`src/hdl/i2c_master_byte_engine_unit_defines.svh`:
```
// Assertion helpers for the I2C master byte engine.
// Both sample on the rising edge of clk and stay quiet while arst_n is low.
`ifndef I2C_MASTER_BYTE_ENGINE_UNIT_DEFINES_SVH
`define I2C_MASTER_BYTE_ENGINE_UNIT_DEFINES_SVH

// Same-cycle implication.
`define I2CMBE_ASSERT_NOW(lbl, pre, post, msg) \
	lbl: assert property (@(posedge clk) disable iff (!arst_n) (pre) |-> (post)) \
		else $error(msg);

// Next-cycle implication.
`define I2CMBE_ASSERT_NEXT(lbl, pre, post, msg) \
	lbl: assert property (@(posedge clk) disable iff (!arst_n) (pre) |=> (post)) \
		else $error(msg);

`endif

```
`src/hdl/i2cmbe_pkg.sv`:
```
`default_nettype none

package i2cmbe_pkg;

	localparam int HalfW = 16;
	localparam int ByteW = 8;
	localparam int BitIdxW = 4;
	localparam int ActionW = 3;
	localparam logic [BitIdxW-1:0] AckBit = BitIdxW'(ByteW);
	localparam logic [HalfW-1:0] HalfPeriodReset = 16'd4;
	localparam logic [HalfW-1:0] TickFirst = 16'd1;

	typedef enum logic [2:0] {
		PH_IDLE,
		PH_START_HI,
		PH_START_LO,
		PH_STOP_PRE,
		PH_STOP_HI,
		PH_STOP_REL,
		PH_BIT_LOW,
		PH_BIT_HIGH
	} phase_t;

	localparam logic [ActionW-1:0] ACT_TICK  = 3'd0;
	localparam logic [ActionW-1:0] ACT_START = 3'd1;
	localparam logic [ActionW-1:0] ACT_STOP  = 3'd2;
	localparam logic [ActionW-1:0] ACT_WRITE = 3'd3;
	localparam logic [ActionW-1:0] ACT_READ  = 3'd4;

	typedef struct packed {
		phase_t              phase;
		logic [BitIdxW-1:0]  bit_index;
		logic [ByteW-1:0]    shifter;
		logic [HalfW-1:0]    tick_count;
		logic                is_write;
		logic                ack_request;
		logic                scl_level;
		logic                sda_low;
		logic                ack_seen;
		logic [ByteW-1:0]    last_read;
	} state_t;

	typedef struct packed {
		logic             scl;
		logic             sda_pull_low;
		logic             busy_res;
		logic             done_res;
		logic [ByteW-1:0] read_byte;
		logic             ack_received;
	} result_t;

endpackage

`default_nettype wire

```
`src/hdl/i2cmbe_if.sv`:
```
`default_nettype none

interface i2cmbe_req_if import i2cmbe_pkg::*; ();
	logic               valid;
	logic               ready;
	logic [ActionW-1:0] action;
	logic [ByteW-1:0]   write_byte;
	logic               send_ack;
	logic               sda_in;

	modport source (output valid, action, write_byte, send_ack, sda_in, input ready);
	modport sink (input valid, action, write_byte, send_ack, sda_in, output ready);
endinterface

interface i2cmbe_rsp_if import i2cmbe_pkg::*; ();
	logic             valid;
	logic             ready;
	logic             scl;
	logic             sda_pull_low;
	logic             busy_res;
	logic             done_res;
	logic [ByteW-1:0] read_byte;
	logic             ack_received;

	modport source (output valid, scl, sda_pull_low, busy_res, done_res, read_byte,
		ack_received, input ready);
	modport sink (input valid, scl, sda_pull_low, busy_res, done_res, read_byte,
		ack_received, output ready);
endinterface

`default_nettype wire

```
`src/hdl/i2cmbe_step.sv`:
```
`default_nettype none

module i2cmbe_step
	import i2cmbe_pkg::*;
(
	input  state_t             cur,
	input  logic [HalfW-1:0]   half_period,
	input  logic [ActionW-1:0] action,
	input  logic [ByteW-1:0]   write_byte,
	input  logic               send_ack,
	input  logic               sda_in,
	output state_t             nxt,
	output logic               done
);

	logic [ByteW-1:0]   shifted;
	logic [BitIdxW-1:0] next_bit;
	logic               next_pull;

	always_comb begin
		shifted = cur.is_write ? {cur.shifter[ByteW-2:0], 1'b0}
			: {cur.shifter[ByteW-2:0], sda_in};
		next_bit = cur.bit_index + BitIdxW'(1);
		if (next_bit < AckBit) begin
			next_pull = cur.is_write ? ~shifted[ByteW-1] : 1'b0;
		end else begin
			next_pull = cur.is_write ? 1'b0 : cur.ack_request;
		end
	end

	always_comb begin
		nxt = cur;
		done = 1'b0;
		case (cur.phase)
			PH_IDLE: begin
				case (action)
					ACT_START: begin
						nxt.is_write = 1'b0;
						nxt.phase = PH_START_HI;
						nxt.scl_level = 1'b1;
						nxt.sda_low = 1'b0;
						nxt.tick_count = TickFirst;
					end
					ACT_STOP: begin
						nxt.is_write = 1'b0;
						nxt.phase = PH_STOP_PRE;
						nxt.scl_level = 1'b0;
						nxt.sda_low = 1'b1;
						nxt.tick_count = TickFirst;
					end
					ACT_WRITE: begin
						nxt.is_write = 1'b1;
						nxt.bit_index = '0;
						nxt.shifter = write_byte;
						nxt.phase = PH_BIT_LOW;
						nxt.scl_level = 1'b0;
						nxt.sda_low = ~write_byte[ByteW-1];
						nxt.tick_count = TickFirst;
					end
					ACT_READ: begin
						nxt.is_write = 1'b0;
						nxt.bit_index = '0;
						nxt.shifter = '0;
						nxt.ack_request = send_ack;
						nxt.phase = PH_BIT_LOW;
						nxt.scl_level = 1'b0;
						nxt.sda_low = 1'b0;
						nxt.tick_count = TickFirst;
					end
					default: begin
					end
				endcase
			end
			default: begin
				if (cur.tick_count < half_period) begin
					nxt.tick_count = cur.tick_count + HalfW'(1);
				end else begin
					case (cur.phase)
						PH_START_HI: begin
							nxt.phase = PH_START_LO;
							nxt.scl_level = 1'b1;
							nxt.sda_low = 1'b1;
							nxt.tick_count = TickFirst;
						end
						PH_STOP_PRE: begin
							nxt.phase = PH_STOP_HI;
							nxt.scl_level = 1'b1;
							nxt.sda_low = 1'b1;
							nxt.tick_count = TickFirst;
						end
						PH_STOP_HI: begin
							nxt.phase = PH_STOP_REL;
							nxt.scl_level = 1'b1;
							nxt.sda_low = 1'b0;
							nxt.tick_count = TickFirst;
						end
						PH_BIT_LOW: begin
							nxt.phase = PH_BIT_HIGH;
							nxt.scl_level = 1'b1;
							nxt.tick_count = TickFirst;
						end
						PH_BIT_HIGH: begin
							if (cur.bit_index < AckBit) begin
								nxt.shifter = shifted;
								nxt.bit_index = next_bit;
								nxt.phase = PH_BIT_LOW;
								nxt.scl_level = 1'b0;
								nxt.sda_low = next_pull;
								nxt.tick_count = TickFirst;
							end else begin
								if (cur.is_write) begin
									nxt.ack_seen = ~sda_in;
								end else begin
									nxt.last_read = cur.shifter;
								end
								nxt.scl_level = 1'b0;
								nxt.phase = PH_IDLE;
								done = 1'b1;
							end
						end
						default: begin
							nxt.phase = PH_IDLE;
							done = 1'b1;
						end
					endcase
				end
			end
		endcase
	end

endmodule

`default_nettype wire

```
`src/hdl/i2cmbe_out_reg.sv`:
```
`default_nettype none

module i2cmbe_out_reg
	import i2cmbe_pkg::*;
(
	input  logic    clk,
	input  logic    arst_n,
	input  logic    load,
	input  result_t data,
	output logic    space,
	i2cmbe_rsp_if.source rsp
);

	logic    valid_q;
	result_t data_q;

	assign space = !valid_q || rsp.ready;

	always_ff @(posedge clk or negedge arst_n) begin
		if (!arst_n) begin
			valid_q <= 1'b0;
		end else if (load) begin
			valid_q <= 1'b1;
		end else if (rsp.ready) begin
			valid_q <= 1'b0;
		end
	end

	always_ff @(posedge clk) begin
		if (load) begin
			data_q <= data;
		end
	end

	assign rsp.valid = valid_q;
	assign rsp.scl = data_q.scl;
	assign rsp.sda_pull_low = data_q.sda_pull_low;
	assign rsp.busy_res = data_q.busy_res;
	assign rsp.done_res = data_q.done_res;
	assign rsp.read_byte = data_q.read_byte;
	assign rsp.ack_received = data_q.ack_received;

endmodule

`default_nettype wire

```
`src/hdl/i2c_master_byte_engine_unit.sv`:
```
// I2C master byte engine: one bus timing tick per request.
// req carries action, write_byte, send_ack and the sampled sda_in. While the
// engine is idle, action 1..4 starts a start, stop, byte write or byte read;
// otherwise the request only advances time. Each phase lasts half_period
// requests (at least one); the user must write it through cfg_we/cfg_data
// only while the engine is idle (not enforced). rsp returns one result per
// request: the scl level, the SDA pull-down, busy/done flags, the last read
// byte and the last write acknowledge. A request's result is valid on rsp
// the cycle after it is taken. Throughput: one request per cycle; the state
// update is a single pass of next-state logic into the state register and
// the result register. A stalled rsp holds its result and drops req.ready
// until it is taken; while rsp.ready is high a new request is taken every
// cycle. Reset: bus released (scl high, SDA not pulled), engine idle, flags
// and read byte cleared, half_period back to 4, no result pending.
`default_nettype none
`include "i2c_master_byte_engine_unit_defines.svh"

module i2c_master_byte_engine_unit
	import i2cmbe_pkg::*;
(
	input  logic             clk,
	input  logic             arst_n,
	input  logic             cfg_we,
	input  logic [HalfW-1:0] cfg_data,
	i2cmbe_req_if.sink       req,
	i2cmbe_rsp_if.source     rsp
);

	logic [HalfW-1:0] half_period_q;
	state_t           state_q;
	state_t           state_nxt;
	logic             step_done;
	logic             space;
	logic             req_fire;
	result_t          result;

	assign req.ready = space;
	assign req_fire = req.valid && req.ready;

	always_ff @(posedge clk or negedge arst_n) begin
		if (!arst_n) begin
			half_period_q <= HalfPeriodReset;
		end else if (cfg_we) begin
			half_period_q <= cfg_data;
		end
	end

	i2cmbe_step u_step (
		.cur         (state_q),
		.half_period (half_period_q),
		.action      (req.action),
		.write_byte  (req.write_byte),
		.send_ack    (req.send_ack),
		.sda_in      (req.sda_in),
		.nxt         (state_nxt),
		.done        (step_done)
	);

	always_ff @(posedge clk or negedge arst_n) begin
		if (!arst_n) begin
			state_q.phase <= PH_IDLE;
			state_q.bit_index <= '0;
			state_q.shifter <= '0;
			state_q.tick_count <= '0;
			state_q.is_write <= 1'b0;
			state_q.ack_request <= 1'b0;
			state_q.scl_level <= 1'b1;
			state_q.sda_low <= 1'b0;
			state_q.ack_seen <= 1'b0;
			state_q.last_read <= '0;
		end else if (req_fire) begin
			state_q <= state_nxt;
		end
	end

	always_comb begin
		result.scl = state_nxt.scl_level;
		result.sda_pull_low = state_nxt.sda_low;
		result.busy_res = (state_nxt.phase != PH_IDLE);
		result.done_res = step_done;
		result.read_byte = state_nxt.last_read;
		result.ack_received = state_nxt.ack_seen;
	end

	i2cmbe_out_reg u_out (
		.clk    (clk),
		.arst_n (arst_n),
		.load   (req_fire),
		.data   (result),
		.space  (space),
		.rsp    (rsp)
	);

	`I2CMBE_ASSERT_NOW(a_done_not_busy, rsp.valid && rsp.done_res, !rsp.busy_res, "done while busy")
	`I2CMBE_ASSERT_NOW(a_stall_blocks, rsp.valid && !rsp.ready, !req.ready, "request taken over stalled result")
	`I2CMBE_ASSERT_NEXT(a_phase_hold, req_fire && state_q.phase != PH_IDLE && state_q.tick_count < half_period_q, $stable(state_q.phase), "phase left early")
	`I2CMBE_ASSERT_NOW(a_bit_range, state_q.phase == PH_BIT_LOW || state_q.phase == PH_BIT_HIGH, state_q.bit_index <= AckBit, "bit index past acknowledge")

endmodule

`default_nettype wire

```
`src/flat_wrapper.sv`:
```
// flat-port wrapper written by rule: the top's interface ports become plain ports
module i2c_master_byte_engine_unit_flat import i2cmbe_pkg::*;
  (clk, arst_n, cfg_we, cfg_data, req_valid, req_action, req_write_byte, req_send_ack, req_sda_in, req_ready, rsp_valid, rsp_scl, rsp_sda_pull_low, rsp_busy_res, rsp_done_res, rsp_read_byte, rsp_ack_received, rsp_ready);
  i2cmbe_req_if req_i ();
  i2cmbe_rsp_if rsp_i ();
  input  logic clk;
  input  logic arst_n;
  input  logic cfg_we;
  input  logic [HalfW-1:0] cfg_data;
  input wire logic [$bits(req_i.valid)-1:0] req_valid;
  input wire logic [$bits(req_i.action)-1:0] req_action;
  input wire logic [$bits(req_i.write_byte)-1:0] req_write_byte;
  input wire logic [$bits(req_i.send_ack)-1:0] req_send_ack;
  input wire logic [$bits(req_i.sda_in)-1:0] req_sda_in;
  output wire logic [$bits(req_i.ready)-1:0] req_ready;
  output wire logic [$bits(rsp_i.valid)-1:0] rsp_valid;
  output wire logic [$bits(rsp_i.scl)-1:0] rsp_scl;
  output wire logic [$bits(rsp_i.sda_pull_low)-1:0] rsp_sda_pull_low;
  output wire logic [$bits(rsp_i.busy_res)-1:0] rsp_busy_res;
  output wire logic [$bits(rsp_i.done_res)-1:0] rsp_done_res;
  output wire logic [$bits(rsp_i.read_byte)-1:0] rsp_read_byte;
  output wire logic [$bits(rsp_i.ack_received)-1:0] rsp_ack_received;
  input wire logic [$bits(rsp_i.ready)-1:0] rsp_ready;
  assign req_i.valid = req_valid;
  assign req_i.action = req_action;
  assign req_i.write_byte = req_write_byte;
  assign req_i.send_ack = req_send_ack;
  assign req_i.sda_in = req_sda_in;
  assign req_ready = req_i.ready;
  assign rsp_valid = rsp_i.valid;
  assign rsp_scl = rsp_i.scl;
  assign rsp_sda_pull_low = rsp_i.sda_pull_low;
  assign rsp_busy_res = rsp_i.busy_res;
  assign rsp_done_res = rsp_i.done_res;
  assign rsp_read_byte = rsp_i.read_byte;
  assign rsp_ack_received = rsp_i.ack_received;
  assign rsp_i.ready = rsp_ready;
  i2c_master_byte_engine_unit u_core (.clk(clk), .arst_n(arst_n), .cfg_we(cfg_we), .cfg_data(cfg_data), .req(req_i), .rsp(rsp_i));
endmodule
```
`config.mk`:
```
export PLATFORM = sky130hd
export DESIGN_NAME = i2c_master_byte_engine_unit_flat
export DESIGN_NICKNAME = d
export VERILOG_FILES = /design/src/hdl/i2cmbe_pkg.sv /design/src/hdl/i2cmbe_if.sv /design/src/hdl/i2cmbe_step.sv /design/src/hdl/i2cmbe_out_reg.sv /design/src/hdl/i2c_master_byte_engine_unit.sv /design/src/flat_wrapper.sv
export VERILOG_INCLUDE_DIRS = /design/src /design/src/hdl
export SDC_FILE = /design/constraint.sdc
export NUM_CORES = 1
export LEC_CHECK = 0
export BUFFER_PORTS_ARGS = -buffer_cell sky130_fd_sc_hd__buf_2
export CAP_MARGIN = 0
export CORE_ASPECT_RATIO = 0.6
export CORE_MARGIN = 1
export CORE_UTILIZATION = 30
export DETAILED_ROUTE_END_ITERATION = 8
export GPL_TIMING_DRIVEN = 0
export SLEW_MARGIN = 20
export SYNTH_ARGS = -nofsm -noshare
export SYNTH_HDL_FRONTEND = slang
export SYNTH_SLANG_ARGS = --single-unit
```
`constraint.sdc`:
```
create_clock -name clk -period 5.25 [get_ports clk]
set_input_delay 0.525 -clock clk [delete_from_list [all_inputs] [get_ports clk]]
set_output_delay 0.525 -clock clk [all_outputs]
set_load 0.05 [all_outputs]
```
==> flow_summary.ini <==
[die]
die_w_um = 152
ioPinCount = 49
dieHeight_um = 92.0
initial_utilization = 0.312
num_rows = 32
fp.dieArea_um2 = 14000
core_area_um2 = 13000

[finish]
nets = 521
diodes = 0
fin_area_um2 = 4830
utilization = 0.371
drive_gt1_frac = 0.181
final_cell_mix = dfrtp_1 (59), buf_2 (50), nand2_1 (47)
area_delta_synth_final_pct = 19.1
final_common_cell = dfrtp_1

[clock_network]
cts-buffers-inserted = 9
h-tree-depth = 3
cts-resized-gates = 0
cts.path.max_buffers = 2
cts_tree = done
ctsHoldBuffers = 0
cts_setup_buffers = 0
worstSkewPairLatency_ps = 340
clock_sinks = 74
cts.clk_slew.worst_paths_ps = 60
root_buffer = clkbuf_16

[setup_path]
r2r-start = u_core.state_q[27]$_DFFE_PN0P_
crit_chain = ha_1 -> nand4_1 -> or3_1 -> or4_4 -> nand3_4 -> nand2_2 -> mux2_1
cp-startpoint = u_core.state_q[27]$_DFFE_PN0P_
cp-end-kind = register
slowest_delay_ps = 610
crit_path_start_kind = register
cp.required_ps = 5330
crit_arrival_ps = 3070
critPathKind = register to register
crit_family = simple AND/OR/NAND/NOR gates
slowest_stage = or4_4
path_buf_inv = 0
cp_max_fo = 9

[sta]
rsz0062_at_grt = false
fmax_mhz = 335
finalSetupTns_ps = 0
worst_pin_slew_ps = 781
skew_ps = 10.7
whs_ps = 59.6
final_hold_viol_count = 0
setup_violations = 0
min_period_over_period = 0.569
max-slew-margin-rel = 0.476
maxSlewViolCount = 0
fin_crit_ps = 2980

[placement]
portBuffers = 47
place_hpwl_um = 7410
place_area_um2 = 4530
gp_congestion = 0.875

[detailed_routing]
vias = 3359
antenna_left = 0
wl_um = 9980
top_layer = met4
route.detailed.drc = 8
dr.first_iter.drc_count = 240
viasPerCell = 5.21
drtPass1Iterations = 6
route.met2.wl_um = 3900
wl_met1_um = 5420
wire_per_inst_um = 15.5
wl_met3_um = 576

[synthesis]
synth-edff-count = 13
synth.avg_cell_area_um2 = 9.86
yosys.area.top_type = dfrtp_1
syn_inst = 411
synth-async-reset-ratio = 0.824
synth_area_um2 = 4050
ys_seq_area_frac = 0.473
synth_fp_nets = 462
synth_cell_types = 55
yosysWarnings = 0
ys.flop_type = dfrtp_1
synthTopCellsByArea = dfrtp_1 (36%), edfxtp_1 (9.6%), ha_1 (5.2%), nand2_1 (4.4%), mux2_1 (4.2%)
synth_seq_cells = 74
netlist.area_leader.share = 0.364

[global_routing]
grt_max_degree = 48
overflow = 0
first_global_vias = 3180
grt_use_total = 0.154
grt_antenna_before_repair = 0
grt_pass1_wl_um = 16800

[power]
p_per_area_nw_per_um2 = 536
p_leak_nw = 2.16
ir_worst_vdd_mv = 0.179

[status]
run_status = complete, but fails checks
violations = DRC

[hold_path]
hold_path_class = input pin to async pin

[job]
maxCapViolCount = 0
[cells in the mapped netlist (all sizes together), types with 2 or more instances]
library cell,number
mux2,19
o22ai,2
a31oi,12
o2bb2ai,2
nand2,48
a211oi,4
inv,21
a22oi,7
o21ai,32
ha,17
a32o,2
nor3,13
o31ai,4
nor3b,3
a32oi,2
or4,3
a21oi,29
a21o,14
or3,13
a22o,3
nand2b,9
nor4,3
clkbuf,14
nand4,6
o21a,2
a311o,2
dfstp,2
nor2,14
and3,2
nand3,12
edfxtp,13
buf,7
dfrtp,59
nand3b,2
and2,2
nor2b,3
o21bai,2
[path summary, 6_finish.rpt]
path                                                           end  slack, ps  cells after the start
max                        u_core.u_out.rsp.read_byte[2]$_DFFE_PP_       2270                      7
min in group clk              u_core.half_period_q[13]$_DFFE_PN0P_        390                      3
max in group asynchronous      u_core.half_period_q[2]$_DFFE_PN1P_       4650                      2
max reg2reg                u_core.u_out.rsp.read_byte[2]$_DFFE_PP_       2270                      7
min reg2reg                          u_core.state_q[5]$_DFFE_PN0P_        490                      1
min                                 u_core.state_q[12]$_DFFE_PN0P_         60                      1
[logic make-up (layout without fill, tap and decap cells)]
kind of cell	Yosys count	in the layout	share of synthesized area
AOI/OAI and AO/OA	123	123	0.195
DFF	74	74	0.473
and+or+nand+nor	135	135	0.179
muxes	19	19	0.0528
xor gates and xnor gates	1	1	0.00216
buffers and inverters	42	106	0.0448
adders and majority gates	17	17	0.0525
[sequential cells by signal, indices dropped and copies added, names as in the netlist]
name / count
u_core.state_q: 44
u_core.half_period_q: 16
u_core.u_out.rsp.read_byte: 8
u_core.u_out.rsp.ack_received: 1
u_core.u_out.rsp.busy_res: 1
u_core.u_out.rsp.done_res: 1
u_core.u_out.rsp.scl: 1
u_core.u_out.rsp.sda_pull_low: 1
u_core.u_out.rsp.valid: 1
[metal layers]
metal,vias up,global-route usage
li1,1627,-
met1,1630,0.234
met2,94,0.211
met3,8,0.0411
met4,0,0.0391
met5,-,0
[final cells by class]
class                           count  area, um^2
Buffer                             21         104
Clock buffer                        9         225
Clock inverter                      7        68.8
Fill cell                        1332        8190
Inverter                           21        78.8
Multi-Input combinational cell    295        1950
Sequential cell                    74        1920
Tap cell                          170         213
Timing Repair Buffer               48         265
[through the flow]
step	instances	power (mW)	setup WS (ps)
after floorplan	411	1.68	2600
after global placement	628	1.94	2340
after detailed placement	629	1.98	2280
after CTS	645	2.60	2260
after global routing	645	2.79	2130
final	645	2.59	2270
[power breakdown]
| group | leakage (nW) | internal (mW) | switching (mW) |
|---|---|---|---|
| Sequential | 0.877 | 0.754 | 0.170 |
| Clock | 0.143 | 0.367 | 0.243 |
| Combinational | 1.14 | 0.413 | 0.643 |
| Total | 2.16 | 1.53 | 1.06 |
Power figures use the tool's default switching activity.
